<file path="src/rtl/psf2u_pkg.sv">
// Shared types, constants and byte classification for the PSF2 unicode table parser.
package psf2u_pkg;

  localparam logic [7:0]  BYTE_GLYPH_SEP = 8'hFF;
  localparam logic [7:0]  BYTE_SEQ_SEP   = 8'hFE;
  localparam logic [7:0]  MASK_LEAD2     = 8'hE0;
  localparam logic [7:0]  MASK_LEAD3     = 8'hF0;
  localparam logic [7:0]  MASK_LEAD4     = 8'hF8;
  localparam logic [7:0]  PFX_LEAD2      = 8'hC0;
  localparam logic [7:0]  PFX_LEAD3      = 8'hE0;
  localparam logic [7:0]  PFX_LEAD4      = 8'hF0;
  localparam logic [20:0] CP_REPLACE     = 21'h00FFFD;
  localparam logic [16:0] TOTAL_RESET    = 17'd256;

  // Continuation bytes still missing in the open sequence
  localparam logic [1:0] NEED_NONE  = 2'd0;
  localparam logic [1:0] NEED_ONE   = 2'd1;
  localparam logic [1:0] NEED_TWO   = 2'd2;
  localparam logic [1:0] NEED_THREE = 2'd3;

  // Input item
  typedef struct packed {
    logic [7:0] data_byte;
    logic       end_of_table;
  } item_t;

  // Result item
  typedef struct packed {
    logic [20:0] code_point;
    logic [15:0] glyph_number;
    logic        run_last;
  } entry_t;

  // One decoded result before run_last is attached
  typedef struct packed {
    logic [20:0] cp;
    logic [15:0] glyph;
  } res_t;

  // Decoder state
  typedef struct packed {
    logic [2:0][7:0] hb;
    logic [1:0]      needed;
    logic [1:0]      held;
    logic [16:0]     counter;
  } st_t;

  // Outcome of one byte seen at a sequence start
  typedef struct packed {
    logic        emit;
    logic [20:0] cp;
    logic [16:0] counter;
    logic [1:0]  need;
  } start_t;

  function automatic start_t start_step(input logic [7:0]  b,
                                        input logic        fin,
                                        input logic [16:0] counter,
                                        input logic [16:0] total);
    start_t r;
    r.emit    = 1'b0;
    r.cp      = CP_REPLACE;
    r.counter = counter;
    r.need    = NEED_NONE;
    if (counter < total) begin
      if (b == BYTE_GLYPH_SEP) begin
        r.counter = counter + 17'd1;
      end else if (b != BYTE_SEQ_SEP) begin
        if (!b[7]) begin
          r.emit = 1'b1;
          r.cp   = {13'd0, b};
        end else if ((b & MASK_LEAD2) == PFX_LEAD2) begin
          r.need = NEED_ONE;
        end else if ((b & MASK_LEAD3) == PFX_LEAD3) begin
          r.need = NEED_TWO;
        end else if ((b & MASK_LEAD4) == PFX_LEAD4) begin
          r.need = NEED_THREE;
        end else begin
          r.emit = 1'b1;
        end
        // lead byte on the last byte of the table: truncated
        if (r.need != NEED_NONE && fin) begin
          r.emit = 1'b1;
          r.cp   = CP_REPLACE;
          r.need = NEED_NONE;
        end
      end
    end
    return r;
  endfunction

endpackage

</file>
<file path="src/rtl/psf2u_decode.sv">
// Per-byte UTF-8 decode step: state and byte in, up to four results and next state out.
module psf2u_decode
  import psf2u_pkg::*;
(
  input  st_t           st,
  input  logic [16:0]   glyph_total,
  input  item_t         item,
  output st_t           st_next,
  output res_t [3:0]    res,
  output logic [2:0]    res_cnt
);

  // Join lead and continuation bytes of a sequence closed by byte b
  function automatic logic [20:0] assemble(input st_t s, input logic [7:0] b);
    logic [20:0] cp;
    case (s.held)
      2'd1:    cp = {10'd0, s.hb[0][4:0], b[5:0]};
      2'd2:    cp = {5'd0, s.hb[0][3:0], s.hb[1][5:0], b[5:0]};
      2'd3:    cp = {s.hb[0][2:0], s.hb[1][5:0], s.hb[2][5:0], b[5:0]};
      default: cp = {12'd0, s.hb[0][2:0], b[5:0]};
    endcase
    return cp;
  endfunction

  start_t     s0;
  start_t     s1;
  start_t     s1b;
  start_t     s2;
  res_t [3:0] slot;
  logic [3:0] slot_v;
  logic [2:0] n;

  // Candidate start-of-sequence outcomes, including the replay chain
  always_comb begin
    s0  = start_step(item.data_byte, item.end_of_table, st.counter, glyph_total);
    s1  = start_step(st.hb[1], 1'b0, st.counter, glyph_total);
    s1b = start_step(item.data_byte, 1'b1, st.counter, glyph_total);
    s2  = start_step(item.data_byte, 1'b1, s1.counter, glyph_total);
  end

  // Select results and next state
  always_comb begin
    st_next = st;
    slot_v  = 4'd0;
    for (int i = 0; i < 4; i++) begin
      slot[i] = '{cp: CP_REPLACE, glyph: st.counter[15:0]};
    end
    case (st.needed)
      NEED_NONE: begin
        slot[0]         = '{cp: s0.cp, glyph: st.counter[15:0]};
        slot_v[0]       = s0.emit;
        st_next.counter = s0.counter;
        if (s0.need != NEED_NONE) begin
          st_next.hb[0]  = item.data_byte;
          st_next.held   = 2'd1;
          st_next.needed = s0.need;
        end
      end
      NEED_ONE: begin
        slot[0]        = '{cp: assemble(st, item.data_byte), glyph: st.counter[15:0]};
        slot_v[0]      = 1'b1;
        st_next.needed = NEED_NONE;
        st_next.held   = 2'd0;
      end
      default: begin
        // still collecting: store the continuation byte
        if (st.held == 2'd1) begin
          st_next.hb[1] = item.data_byte;
        end else begin
          st_next.hb[2] = item.data_byte;
        end
        st_next.held   = st.held + 2'd1;
        st_next.needed = st.needed - 2'd1;
        // truncated sequence: replacement for the lead, then replay the bytes after it
        if (item.end_of_table) begin
          slot_v[0] = 1'b1;
          if (st.held == 2'd1) begin
            slot[1]   = '{cp: s1b.cp, glyph: st.counter[15:0]};
            slot_v[1] = s1b.emit;
          end else begin
            slot[1]   = '{cp: s1.cp, glyph: st.counter[15:0]};
            slot_v[1] = s1.emit;
            if (s1.need == NEED_ONE) begin
              slot[2]   = '{cp: {10'd0, st.hb[1][4:0], item.data_byte[5:0]},
                            glyph: s1.counter[15:0]};
              slot_v[2] = 1'b1;
            end else if (s1.need != NEED_NONE) begin
              slot[2]   = '{cp: CP_REPLACE, glyph: s1.counter[15:0]};
              slot_v[2] = 1'b1;
              slot[3]   = '{cp: s2.cp, glyph: s1.counter[15:0]};
              slot_v[3] = s2.emit;
            end else begin
              slot[2]   = '{cp: s2.cp, glyph: s1.counter[15:0]};
              slot_v[2] = s2.emit;
            end
          end
        end
      end
    endcase
    // table end: close any sequence and restart the glyph count
    if (item.end_of_table) begin
      st_next.needed  = NEED_NONE;
      st_next.held    = 2'd0;
      st_next.counter = 17'd0;
    end
  end

  // Pack the valid results to the front, in order
  always_comb begin
    n   = 3'd0;
    res = '0;
    for (int i = 0; i < 4; i++) begin
      if (slot_v[i]) begin
        res[n[1:0]] = slot[i];
        n = n + 3'd1;
      end
    end
    res_cnt = n;
  end

endmodule

</file>
<file path="src/rtl/psf2_unicode_table_parser.sv">
// PSF2 unicode table parser: byte stage, decode step and result buffer.
// An accepted byte is registered in the byte stage and decoded when the stage fires; its results
// are registered into the result buffer. Throughput: one byte per cycle while each byte yields at
// most one result and entry_stall is low; more results hold the byte stage as the port drains them.
// Reset: no open sequence, glyph counter 0, result buffer empty, glyph_total 256.
module psf2_unicode_table_parser
  import psf2u_pkg::*;
(
  input  logic        clk,
  input  logic        rst,
  input  logic        byte_valid,
  output logic        byte_stall,
  input  item_t       byte_item,
  output logic        entry_valid,
  input  logic        entry_stall,
  output entry_t      entry_item,
  input  logic        cfg_valid,
  output logic        cfg_ready,
  input  logic [16:0] cfg_data
);

  logic        stg_valid;
  item_t       stg_item;
  logic [16:0] glyph_total;
  st_t         st;
  st_t         st_next;
  res_t [3:0]  res;
  logic [2:0]  res_cnt;
  res_t [3:0]  ent;
  logic [2:0]  cnt;
  logic        byte_acc;
  logic        entry_acc;
  logic        fire;

  // Handshakes
  assign cfg_ready   = 1'b1;
  assign entry_valid = (cnt != 3'd0);
  assign entry_acc   = entry_valid && !entry_stall;
  assign fire        = stg_valid && ((cnt == 3'd0) || ((cnt == 3'd1) && entry_acc));
  assign byte_stall  = stg_valid && !fire;
  assign byte_acc    = byte_valid && !byte_stall;

  // Glyph limit register
  always_ff @(posedge clk) begin
    if (rst) begin
      glyph_total <= TOTAL_RESET;
    end else if (cfg_valid && cfg_ready) begin
      glyph_total <= cfg_data;
    end
  end

  // Byte stage
  always_ff @(posedge clk) begin
    if (rst) begin
      stg_valid <= 1'b0;
    end else if (byte_acc) begin
      stg_valid <= 1'b1;
    end else if (fire) begin
      stg_valid <= 1'b0;
    end
  end

  always_ff @(posedge clk) begin
    if (byte_acc) begin
      stg_item <= byte_item;
    end
  end

  psf2u_decode u_decode (
    .st          (st),
    .glyph_total (glyph_total),
    .item        (stg_item),
    .st_next     (st_next),
    .res         (res),
    .res_cnt     (res_cnt)
  );

  // Decoder state; held bytes carry no reset
  always_ff @(posedge clk) begin
    if (rst) begin
      st.needed  <= NEED_NONE;
      st.held    <= 2'd0;
      st.counter <= 17'd0;
    end else if (fire) begin
      st.needed  <= st_next.needed;
      st.held    <= st_next.held;
      st.counter <= st_next.counter;
    end
  end

  always_ff @(posedge clk) begin
    if (!rst && fire) begin
      st.hb <= st_next.hb;
    end
  end

  // Result buffer: one item's results, shifted out from the front
  always_ff @(posedge clk) begin
    if (rst) begin
      cnt <= 3'd0;
    end else if (fire) begin
      cnt <= res_cnt;
    end else if (entry_acc) begin
      cnt <= cnt - 3'd1;
    end
  end

  always_ff @(posedge clk) begin
    if (fire) begin
      ent <= res;
    end else if (entry_acc) begin
      ent[0] <= ent[1];
      ent[1] <= ent[2];
      ent[2] <= ent[3];
    end
  end

  assign entry_item = '{code_point:   ent[0].cp,
                        glyph_number: ent[0].glyph,
                        run_last:     (cnt == 3'd1)};

  // Checks
  a_cnt_range: assert property (@(posedge clk) disable iff (rst) cnt <= 3'd4)
    else $error("result buffer count out of range");

  a_closed_seq: assert property (@(posedge clk) disable iff (rst)
    (st.needed == NEED_NONE) |-> (st.held == 2'd0))
    else $error("bytes held with no open sequence");

  a_table_end: assert property (@(posedge clk) disable iff (rst)
    (fire && stg_item.end_of_table) |=> (st.counter == 17'd0 && st.needed == NEED_NONE))
    else $error("table end did not reset decoder state");

endmodule

</file>
<file path="config.mk">
export PLATFORM = sky130hd
export DESIGN_NAME = psf2_unicode_table_parser
export DESIGN_NICKNAME = d
export VERILOG_FILES = /design/src/rtl/psf2u_pkg.sv /design/src/rtl/psf2u_decode.sv /design/src/rtl/psf2_unicode_table_parser.sv
export SDC_FILE = /design/constraint.sdc
export NUM_CORES = 1
export LEC_CHECK = 0
export ABC_AREA = 1
export BUFFER_PORTS_ARGS = -buffer_cell sky130_fd_sc_hd__buf_2
export CORE_MARGIN = 3
export CORE_UTILIZATION = 55
export DETAILED_ROUTE_END_ITERATION = 6
export GPL_TIMING_DRIVEN = 0
export PLACE_DENSITY = 0.73
export RECOVER_POWER = 25
export SETUP_SLACK_MARGIN = 0.3
export SLEW_MARGIN = 20
export SYNTH_ARGS = -nofsm -noshare
export SYNTH_HDL_FRONTEND = slang
export SYNTH_SLANG_ARGS = --single-unit
</file>
<file path="constraint.sdc">
create_clock -name clk -period 5.4 [get_ports clk]
set_clock_uncertainty 0.05 [all_clocks]
set_input_delay 1.62 -clock clk [delete_from_list [all_inputs] [get_ports clk]]
set_output_delay 1.62 -clock clk [all_outputs]
set_load 0.01 [all_outputs]
</file>
## After elaboration in Yosys (flattened, before gate mapping)

Cells that the tools add are included.

- Word-level logic and storage cells: 183
- Bits in registers: 218
- Input port bits: 31
- Output and inout bits: 41

- Mux-type cells: 97
- Eq/ne operators: 17
- Reductions and logical operators: 32
- $lt $le $gt $ge: 8
- $add $sub $neg: 8
- Bitwise gates (word level): 2

Operators with widths:

| operator | number |
|---|---|
| 148-bit bitwise mux | 3 |
| 111-bit 2-to-1 mux | 4 |
| 148-bit 2-to-1 mux | 3 |
| 37-bit 2-to-1 mux | 9 |
| 22-bit 2-to-1 mux | 11 |
| 37-bit demux with 2-bit select | 3 |
| 41-bit 2-to-1 mux | 4 |
| 74-bit 2-to-1 mux | 1 |
| 37-bit one-hot mux with 2 select lines | 1 |
| 17-bit 2-to-1 mux | 4 |
| 21-bit one-hot mux with 3 select lines | 1 |
| 2-bit 2-to-1 mux | 24 |
| 17-bit by 1-bit adder with 17-bit output (second input constant) | 2 |
| 17-bit < comparator | 2 |
| 16-bit 2-to-1 mux | 2 |
| 21-bit 2-to-1 mux | 1 |
| 3-bit 2-to-1 mux | 6 |
| 8-bit equality test (second input constant) | 2 |
| 1-bit 2-to-1 mux | 16 |
| 8-bit inequality test (second input constant) | 2 |
| 2-bit nonzero test | 8 |
| 3-bit AND reduction | 4 |
| 5-bit equality test (second input constant) | 2 |
| 1-bit logical AND | 10 |
| other kinds (26) | 39 |

## Depth between registers and ports, before layout

Gate-level depths: netlist (run 1).

- Depth in word-level cells: 32
- Gate-level depth with buffers: 35
- Depth with buffers taken out: 35

## Cells and area by module

A second synthesis (run 1) with hierarchy kept.

- Cells, all modules: 1,874
- Area total of the unflattened synthesis: 14,052.2 µm²

Modules (own cells, without submodules):

| module | instances | sequential area each (µm²) | cells an instance | area each (µm²) |
|---|---|---|---|---|
| psf2_unicode_table_parser | 1 | 6,276.0 | 796 | 8,778.4 |
| psf2u_decode | 1 | 0.0 | 1,078 | 5,273.8 |

## Worst setup path after synthesis (run 1)

OpenSTA, ideal clock, no wires.

- Path type: input -> register
- Start point: in entry_stall
- End point: reg cnt[1]
- Library setup time: 119 ps
- Path slack: 454 ps
- Stages: 10
- Data arrival time: 4,777 ps
- Buffers on the path: 1
- Data required time: 5,231 ps
- Path through: inv_1 nand2_1 nand2_1 inv_1 nor2_1 inv_1 clkbuf_1 nand2_1 o21ai_0 a31oi_1

- Longest elaborated chain between the ends: 6
- Elaborated cells on any way between the ends: 7
- Classes of those cells: mux: 1; reduce/logical: 6

RTL lines:

| what | line | source |
|---|---|---|
| start: declaration | psf2_unicode_table_parser.sv:15 | `input logic entry_stall,` |
| 1-bit logical NOT * | psf2_unicode_table_parser.sv:38 | `assign entry_acc = entry_valid && !entry_stall;` |
| 1-bit logical AND * | psf2_unicode_table_parser.sv:38 |  |
| 1-bit logical AND | psf2_unicode_table_parser.sv:39 | `assign fire = stg_valid && ((cnt == 3'd0) \|\| ((cnt == 3'd1) && entry_acc));` |
| 1-bit logical OR | psf2_unicode_table_parser.sv:39 |  |
| 1-bit logical AND | psf2_unicode_table_parser.sv:39 |  |
| 3-bit 2-to-1 mux or 2-bit nonzero test (tied branches) | - |  |
| end signal: assignment | psf2_unicode_table_parser.sv:102 | `cnt <= res_cnt;` |
| end signal: assignment | psf2_unicode_table_parser.sv:104 | `cnt <= cnt - 3'd1;` |
| end: declaration | psf2_unicode_table_parser.sv:30 | `logic [2:0] cnt;` |

Mark *: on every way between the ends. The rest lies on a longest branch, timed or not.
A chain may end at the register's enable or synchronous reset.

## Final worst setup path (run 1)

- Start point: reg glyph_total[16]
- End point: reg ent[81] (netlist bit), data pin

- Longest elaborated chain between the ends: 17
- Elaborated cells on any way between the ends: 51
- Classes of those cells: add/sub: 2; order compare: 8; eq/ne: 1; mux: 36; reduce/logical: 4

RTL lines:

| what | line | source |
|---|---|---|
| start: declaration | psf2_unicode_table_parser.sv:24 | `logic [16:0] glyph_total;` |
| start signal: assignment | psf2_unicode_table_parser.sv:48 | `glyph_total <= cfg_data;` |
| 17-bit < comparator | psf2u_pkg.sv:65 | `if (counter < total) begin` |
| 41-bit 2-to-1 mux | psf2u_pkg.sv:65 |  |
| 17-bit < comparator | psf2u_pkg.sv:65 |  |
| 41-bit 2-to-1 mux | psf2u_pkg.sv:65 |  |
| 1-bit 2-to-1 mux | psf2u_decode.sv:87 | `end else if (s1.need != NEED_NONE) begin` |
| 1-bit 2-to-1 mux | psf2u_decode.sv:83 | `if (s1.need == NEED_ONE) begin` |
| 2-bit 2-to-1 mux | psf2u_decode.sv:77 | `if (st.held == 2'd1) begin` |
| 4-bit 2-to-1 mux | psf2u_decode.sv:75 | `if (item.end_of_table) begin` |
| 3-bit 2-to-1 mux | psf2u_decode.sv:48 | `case (st.needed)` |
| 3-bit 2-to-1 mux | psf2u_decode.sv:113 | `if (slot_v[i]) begin` |
| 2-bit by 3-bit < comparator with 1-bit output (implied by the code) or 2-bit by 1-bit >= comparator with 1-bit output (tied branches) | psf2u_decode.sv:114 | `res[n[1:0]] = slot[i];` |
| 1-bit logical AND (implied by the code) | psf2u_decode.sv:114 |  |
| 37-bit 2-to-1 mux (implied by the code) | psf2u_decode.sv:114 |  |
| 37-bit demux with 2-bit select | - |  |
| 148-bit bitwise mux | psf2u_decode.sv:114 |  |
| 148-bit 2-to-1 mux * | psf2u_decode.sv:113 |  |
| 111-bit 2-to-1 mux * | psf2_unicode_table_parser.sv:109 | `if (fire) begin` |
| end signal: assignment | psf2_unicode_table_parser.sv:110 | `ent <= res;` |
| end: declaration | psf2_unicode_table_parser.sv:29 | `res_t [3:0] ent;` |

Mark *: on every way between the ends. The rest lies on a longest branch, timed or not. The select of a mux whose other input is x is not followed.

==> results of run 1 <==
final cells by class:
type,count,area (µm²),area share
clock inverter,12,102.6,0.008060
sequential,191,5330,0.4188
tap,265,331.6,0.02605
buffer,103,631.9,0.04964
multi-input combinational,920,4843,0.3805
clock buffer,20,436.7,0.03431
inverter,160,608.1,0.04777
timing repair buffer,81,444.2,0.03490
kinds of logic after synthesis:
family	after synthesis
compound gates	297
xor+xnor	16
fa+ha+maj	45
buf+inv	263
flops	191
other cells	1
simple gates	561
routing by layer:
layer  share of wire  vias up  routed length (µm)  global-route usage
li1                -     4806                   -                   -
met1            0.46     4546               14350              0.4217
met2            0.42      479               13120              0.4130
met3            0.10       33                3127             0.06199
met4           0.016        0                 485             0.06911
met5               0        -                   0                   0
state kept, by name, summed over array words and instances, names as in the netlist:
name,count
cnt,3
st,40
ent,84
entry_item,37
glyph_total,17
stg_item,9
stg_valid,1
power breakdown:
group	internal, µW	total (µW)	leakage [µW]	switching [µW]
Combinational	584	1680	0.00340	1090
Clock	602	1190	0.000251	585
Sequential	2190	2310	0.00177	120
repair_timing:
item                       4_1_cts  5_1_grt
setup endpoints to repair       85       86
buffers inserted                 1        7
cloned                           0        1
gates resized for setup         30       39
pin swaps                        1        7
per-stage QoR:
| step | utilization | instance area, µm² | instances | worst slack (ns) |
|---|---|---|---|---|
| after floorplan | - | 11210 | 1374 | 0.4544 |
| after global placement | 0.6030 | 11890 | 1708 | -1.056 |
| after detailed placement | 0.6067 | 11960 | 1711 | -0.3324 |
| after CTS | 0.6370 | 12560 | 1744 | 0.2929 |
| after global routing | 0.6455 | 12730 | 1752 | 0.2887 |
| final | 0.6455 | 12730 | 1752 | 0.5812 |
worst max-delay path by stage:
stage	cells after the start	endpoint	slack, ns	from
final	31	ent[81]	0.58	glyph_total[16]
after global routing	27	ent[85]	0.29	st[0]
after CTS	29	ent[131]	0.29	glyph_total[16]
after detailed placement	31	ent[131]	-0.33	st[10]
after global placement	11	cnt[1]	-1.06	entry_stall
after floorplan	10	cnt[1]	0.45	entry_stall
cells in the final DEF (no fill, tap or decap), types with 3 or more instances in the layout:
cell,n
nand2_1,334
inv_1,150
edfxtp_1,149
a21oi_1,141
nor2_1,103
nand3_1,75
clkbuf_1,74
o21ai_0,53
buf_4,47
buf_2,45
ha_1,45
dfxtp_1,34
o22ai_1,24
clkbuf_16,18
o211ai_1,17
o31ai_1,16
xor2_1,15
nand4_1,11
nor3_1,10
a31oi_1,8
inv_2,7
clkbuf_4,7
nand2_2,7
buf_6,7
o21ai_1,6
o21ai_2,6
a221oi_1,6
dfxtp_2,6
inv_8,4
clkinvlp_4,4
nor2_2,3
nand3_2,3
clkinv_1,3
o21a_1,3
o2111ai_1,3
critical path, delay by kind of cell, from the launching register on:
kind / cells / cell delay (ns)
buf+inv: 8 / 0.93
simple gates: 14 / 1.51
fa+ha+maj: 3 / 0.80
compound gates: 6 / 1.04
flops: 1 / 0.31
==> run metrics, run 1 <==
status=finished with violations; failing checks=DRC; Worst-Margin Slew=0.8690 ns; RSZ-0062 raised after global routing=no; combinational family with the most area after synthesis=simple AND/OR/NAND/NOR gates; clock latency on the worst-skew pair=0.44 ns; CP max FO=10; CTS max path bufs=2; average wire per standard cell=17.74 µm; Via density=5.630; RePlAce Congestion=0.9575; core area=19,720 µm²; Fmax=0.2075 GHz; XOR/XNOR share of the synthesized area=0.01250; P per Cell Area=406.7 nW/µm²; Detail Route Antenna Nets=0; Top FF cell, synth=edfxtp_1; fillers=1,672; HP Class=reg2reg; wirelength, routed=31.08 mm; drt drc=11; first-pass GRT wire length=48.00 mm; Data arrival, critical path=5.03 ns; r2r worst-path depth=31; Hold Vio Cnt, Final=0; Synth warnings=0; number of flops mapped to enable cells by yosys=149; Worst R2R End=ent[81]; TritonCTS Buffers=17; Cell Area, Synth=11,210 µm²; Peak supply drop=248.5 µV; fin crit period=4.819 ns; total power=5177 µW; Worst Hold Launch=glyph_total[13]; Crit. End Element=register; CP max stage cell=ha_1; hpwl dp=23.49 mm; antenna cells=0; IO buf count=69; DR iter-0 viols=1,014; Cells on Worst Hold Path=2; post-synth top area share=0.3991; initial core utilization=0.5686; vias in the first global route=8,789; initial antenna violation count=0; Min Hold Slack=0.4578 ns; synthesized area per cell=8.160 µm²; post-synthesis mux area share=0; crit start category=register; nets=1,550; post-synth cell types=47; synth-to-layout area growth=13.53%; CTS tree=yes; Mapped Cells=1,374; Synth top cells by count=337 x nand2_1, 151 x inv_1, 149 x edfxtp_1; Post-Synth Adder-Cell Area=0.05022; Mapped Nets=1,450; data required time of the worst path=5.61 ns; Reg clk slew, reported paths=0.07 ns; Root Driver=clkbuf_16; count leader, synth=nand2_1; #FFs+latches synth=191; slowest stage delay, CP=0.32 ns; Max-Cap Viols=0; Die X=148.8 µm; Synth Area in Compound Gates=0.1502; worst hold endpoint=glyph_total[13]; largest net degree at the start of global routing=56; share of layout cells above drive strength 1=0.1291; Synth area leader=edfxtp_1; slew margin rel.=0.4158; detailed-router iteration count before antenna repair=7; synth top area cells=edfxtp_1 40%, nand2_1 11%, dfxtp_1 7.5%, a21oi_1 6.4%, inv_1 5.1%; GRT overflow=0; post-route setup TNS=0 ns; sequential-to-total area share from yosys stat=0.4741; post-route clock period utilization=0.8924; num rows=51; async set-reset flop share out of synthesis=0; Synth Area in Simple Gates=0.2070; most used cell, CP=nand2_1; Slew Viols, Final=0; via count=9,864; I/O pin total=72; worst r2r src=glyph_total[16]; All-Layer GR Usage=0.2797; DIE AREA=22,130 µm²; Die Y-Extent=148.8 µm; Final setup viols=0; CTS sink count=191; H-tree Lvls=4; CTS Hold Buffers Added=0; flop2flop setup slack=0.58 ns; leak pwr=0.005416 µW; kind of critical path=reg2reg
No activity file was read; power rests on OpenSTA's default activity.
==> inputs of run 2 (changes only) <==
ABC_AREA = unset   (was 1)
CTS_CLUSTER_SIZE = 24   (was unset)
==> run metrics, run 2 <==
share of layout cells above drive strength 1=0.3102 (+0.1811); #FFs+latches synth=191 (unchanged); Die Y-Extent=150.6 µm (+1.2%); drt drc=0 (-11); max FFs per register=84 (unchanged); slew margin rel.=-0.02997 (-0.4458); CTS tree=yes; via count=10,530 (+6.7%); Switch Pwr=1894 µW (+5.4%); Int Pwr=3733 µW (+10%); core area=20,360 µm² (+3.3%); most used cell, CP=buf_6; CP max FO=5 (-5); initial core utilization=0.5647 (-0.003931); post-route clock period utilization=1.030 (+0.1376); Via density=6.469 (+15%); count leader, synth=edfxtp_1; Final Non-Filler Cells=1,627 (-7.1%); number of flops mapped to enable cells by yosys=149 (unchanged); P per Cell Area=388.7 nW/µm² (-4.4%); commonest cells after routing, fill and taps aside=149 x edfxtp_1, 97 x nand2_1, 90 x nor2_1, 81 x buf_4, 74 x buf_2; Max-Cap Viols=1 (+1); largest net degree at the start of global routing=27 (-52%); clock latency on the worst-skew pair=0.45 ns (about the same); CP max stage cell=dfxtp_2; data required time of the worst path=5.62 ns (about the same); Mapped Cells=1,197 (-13%); H-tree Lvls=4 (unchanged); Crit. End Element=register; first-pass GRT wire length=55.63 mm (+16%); vias in the first global route=9,712 (+11%); DIE AREA=22,680 µm² (+2.5%); Reg power frac=0.432 (-0.015); initial antenna violation count=1 (+1); num rows=52 (+2.0%); synth top area cells=edfxtp_1 39%, dfxtp_1 7.3%, ha_1 4.9%, o21ai_0 3.9%, nand2_1 3.5%; I/O pin total=72 (unchanged); Final setup viols=44 (+44); slowest stage delay, CP=0.42 ns (+0.10 ns); worst setup margin=-0.1619 ns (-0.7432 ns); fin crit period=5.562 ns (+0.7432 ns); combinational fraction of design power=0.333 (+0.009); synth-to-layout area growth=25.89%; commonest non-fill, non-tap cell in the layout=edfxtp_1; GRT overflow=0 (unchanged); TritonCTS Buffers=17 (unchanged); DR iter-0 viols=1,713 (+69%); Net Sw Frac=0.3366 (-0.01041); CTS max path bufs=2 (unchanged); average wire per standard cell=22.31 µm (+26%); async set-reset flop share out of synthesis=0 (unchanged); Synth warnings=0 (unchanged); IO buf count=68 (-1.4%); Peak supply drop=330.2 µV (+33%); RSZ-0062 raised after global routing=yes; HP Class=reg2reg; nets=1,420 (-8.4%); clock power share=0.235 (+0.006); Slew Viols, Final=8 (+8); sequential-to-total area share from yosys stat=0.4622 (-0.01186); Data arrival, critical path=5.78 ns (+0.75 ns); crit start category=register; Synth top cells by count=149 x edfxtp_1, 108 x nand2_1, 95 x nor2_1; post-synth cell types=79 (+68%); antenna cells=0 (unchanged); synthesized area per cell=9.607 µm² (+18%); Die X=150.6 µm (+1.2%); Root Driver=clkbuf_16; Detail Route Antenna Nets=0 (unchanged); Worst-Margin Slew=1.545 ns (+0.6759 ns); Mapped Nets=1,273 (-12%); RePlAce Congestion=0.9828 (+2.6%); Top FF cell, synth=edfxtp_1; Fmax=0.1798 GHz (-13%); Hold Vio Cnt, Final=0 (unchanged); detailed-router iteration count before antenna repair=7 (unchanged); Cell Area, Synth=11,500 µm² (+2.6%); placed cell count=1,540 (-10%); total power=5627 µW (+8.7%); Synth area leader=edfxtp_1; CTS sink count=191 (unchanged); All-Layer GR Usage=0.3203 (+0.04067); status=finished with violations; leak pwr=0.005364 µW (-0.96%); post-synth top area share=0.3891 (-0.009986); failing checks=capacitance limit, slew limit, setup timing; wirelength, routed=36.30 mm (+17%); hpwl dp=25.64 mm (+9.1%); Top reg by flops=ent; kind of critical path=reg2reg; Reg clk slew, reported paths=0.08 ns (about the same)
## run 2: metal layers
metal	vias up	track usage	wire, µm
met4	2	0.1083	1257
met1	4904	0.4663	15130
met5	-	0	13
met2	717	0.4723	15630
li1	4784	-	-
met3	118	0.07435	4267
## run 2: cells by family after synthesis
logic type,Yosys count,share of synthesized area
fa+ha+maj,45,0.04896
compound gates,350,0.2074
flops,191,0.4622
simple gates,383,0.1645
xor+xnor,20,0.01523
other cells,1,0.0003261
buf+inv,175,0.07322
mux,32,0.02818
## run 2: cell type report
type                       instances  area (µm²)
clock inverter                    15       188.9
fill                            1519        5887
buffer                           133       844.6
tap                              270       337.8
clock buffer                      17       425.4
multi-input combinational        831        6232
timing repair buffer             128       934.6
inverter                          42       157.7
sequential                       191        5356
## run 2: path summary, 6_finish.rpt
| check | start | endpoint | slack, ns | depth (start not counted) |
|---|---|---|---|---|
| setup / recovery | st[6] | ent[113] | -0.16 | 27 |
| hold / removal | stg_item[8] | st[36] | 0.41 | 0 |
| setup reg to reg | st[6] | ent[113] | -0.16 | 27 |
| hold reg to reg | stg_item[8] | st[36] | 0.41 | 0 |
## run 2: power by group through the flow
stage	Combinational [µW]	Clock, µW	Sequential, µW
final	1870	1320	2430
after global routing	2040	1380	2470
after CTS	1910	1330	2420
after detailed placement	1760	0	2450
after global placement	1560	0	2500
after floorplan	1100	0	2450
## run 2: stage by stage
stage	setup WS, ns	instance area, µm²	hold slack (ns)	utilization	TNS (ns)
final	-0.1619	14480	0.4064	0.7109	-4.269
after global routing	-0.4615	14480	0.4147	0.7109	-26.20
after CTS	-0.04272	14330	0.4087	0.7038	-0.3095
after detailed placement	-1.103	12730	0.3894	0.6251	-73.21
after global placement	-1.104	12570	0.3805	0.6173	-136.18
after floorplan	-0.09238	11890	0.3744	-	-0.09238
## run 2: critical path, delay by kind of cell (launching register included)
family                     cells  cell delay [ns]
and+or+nand+nor               11             2.14
adders and majority gates      3             0.77
AOI/OAI and AO/OA              4             0.75
buffers and inverters          6             0.72
DFF                            1             0.42
xor gates and xnor gates       2             0.29
muxes                          1             0.24
## run 2: what timing repair did
item,CTS,global route
endpoints found under the hold margin,0,0
hold buffers,0,0
resized for setup,149,37
pin swaps,41,14
cloned,2,0
setup buffers,42,11
endpoints found under the setup margin,86,85
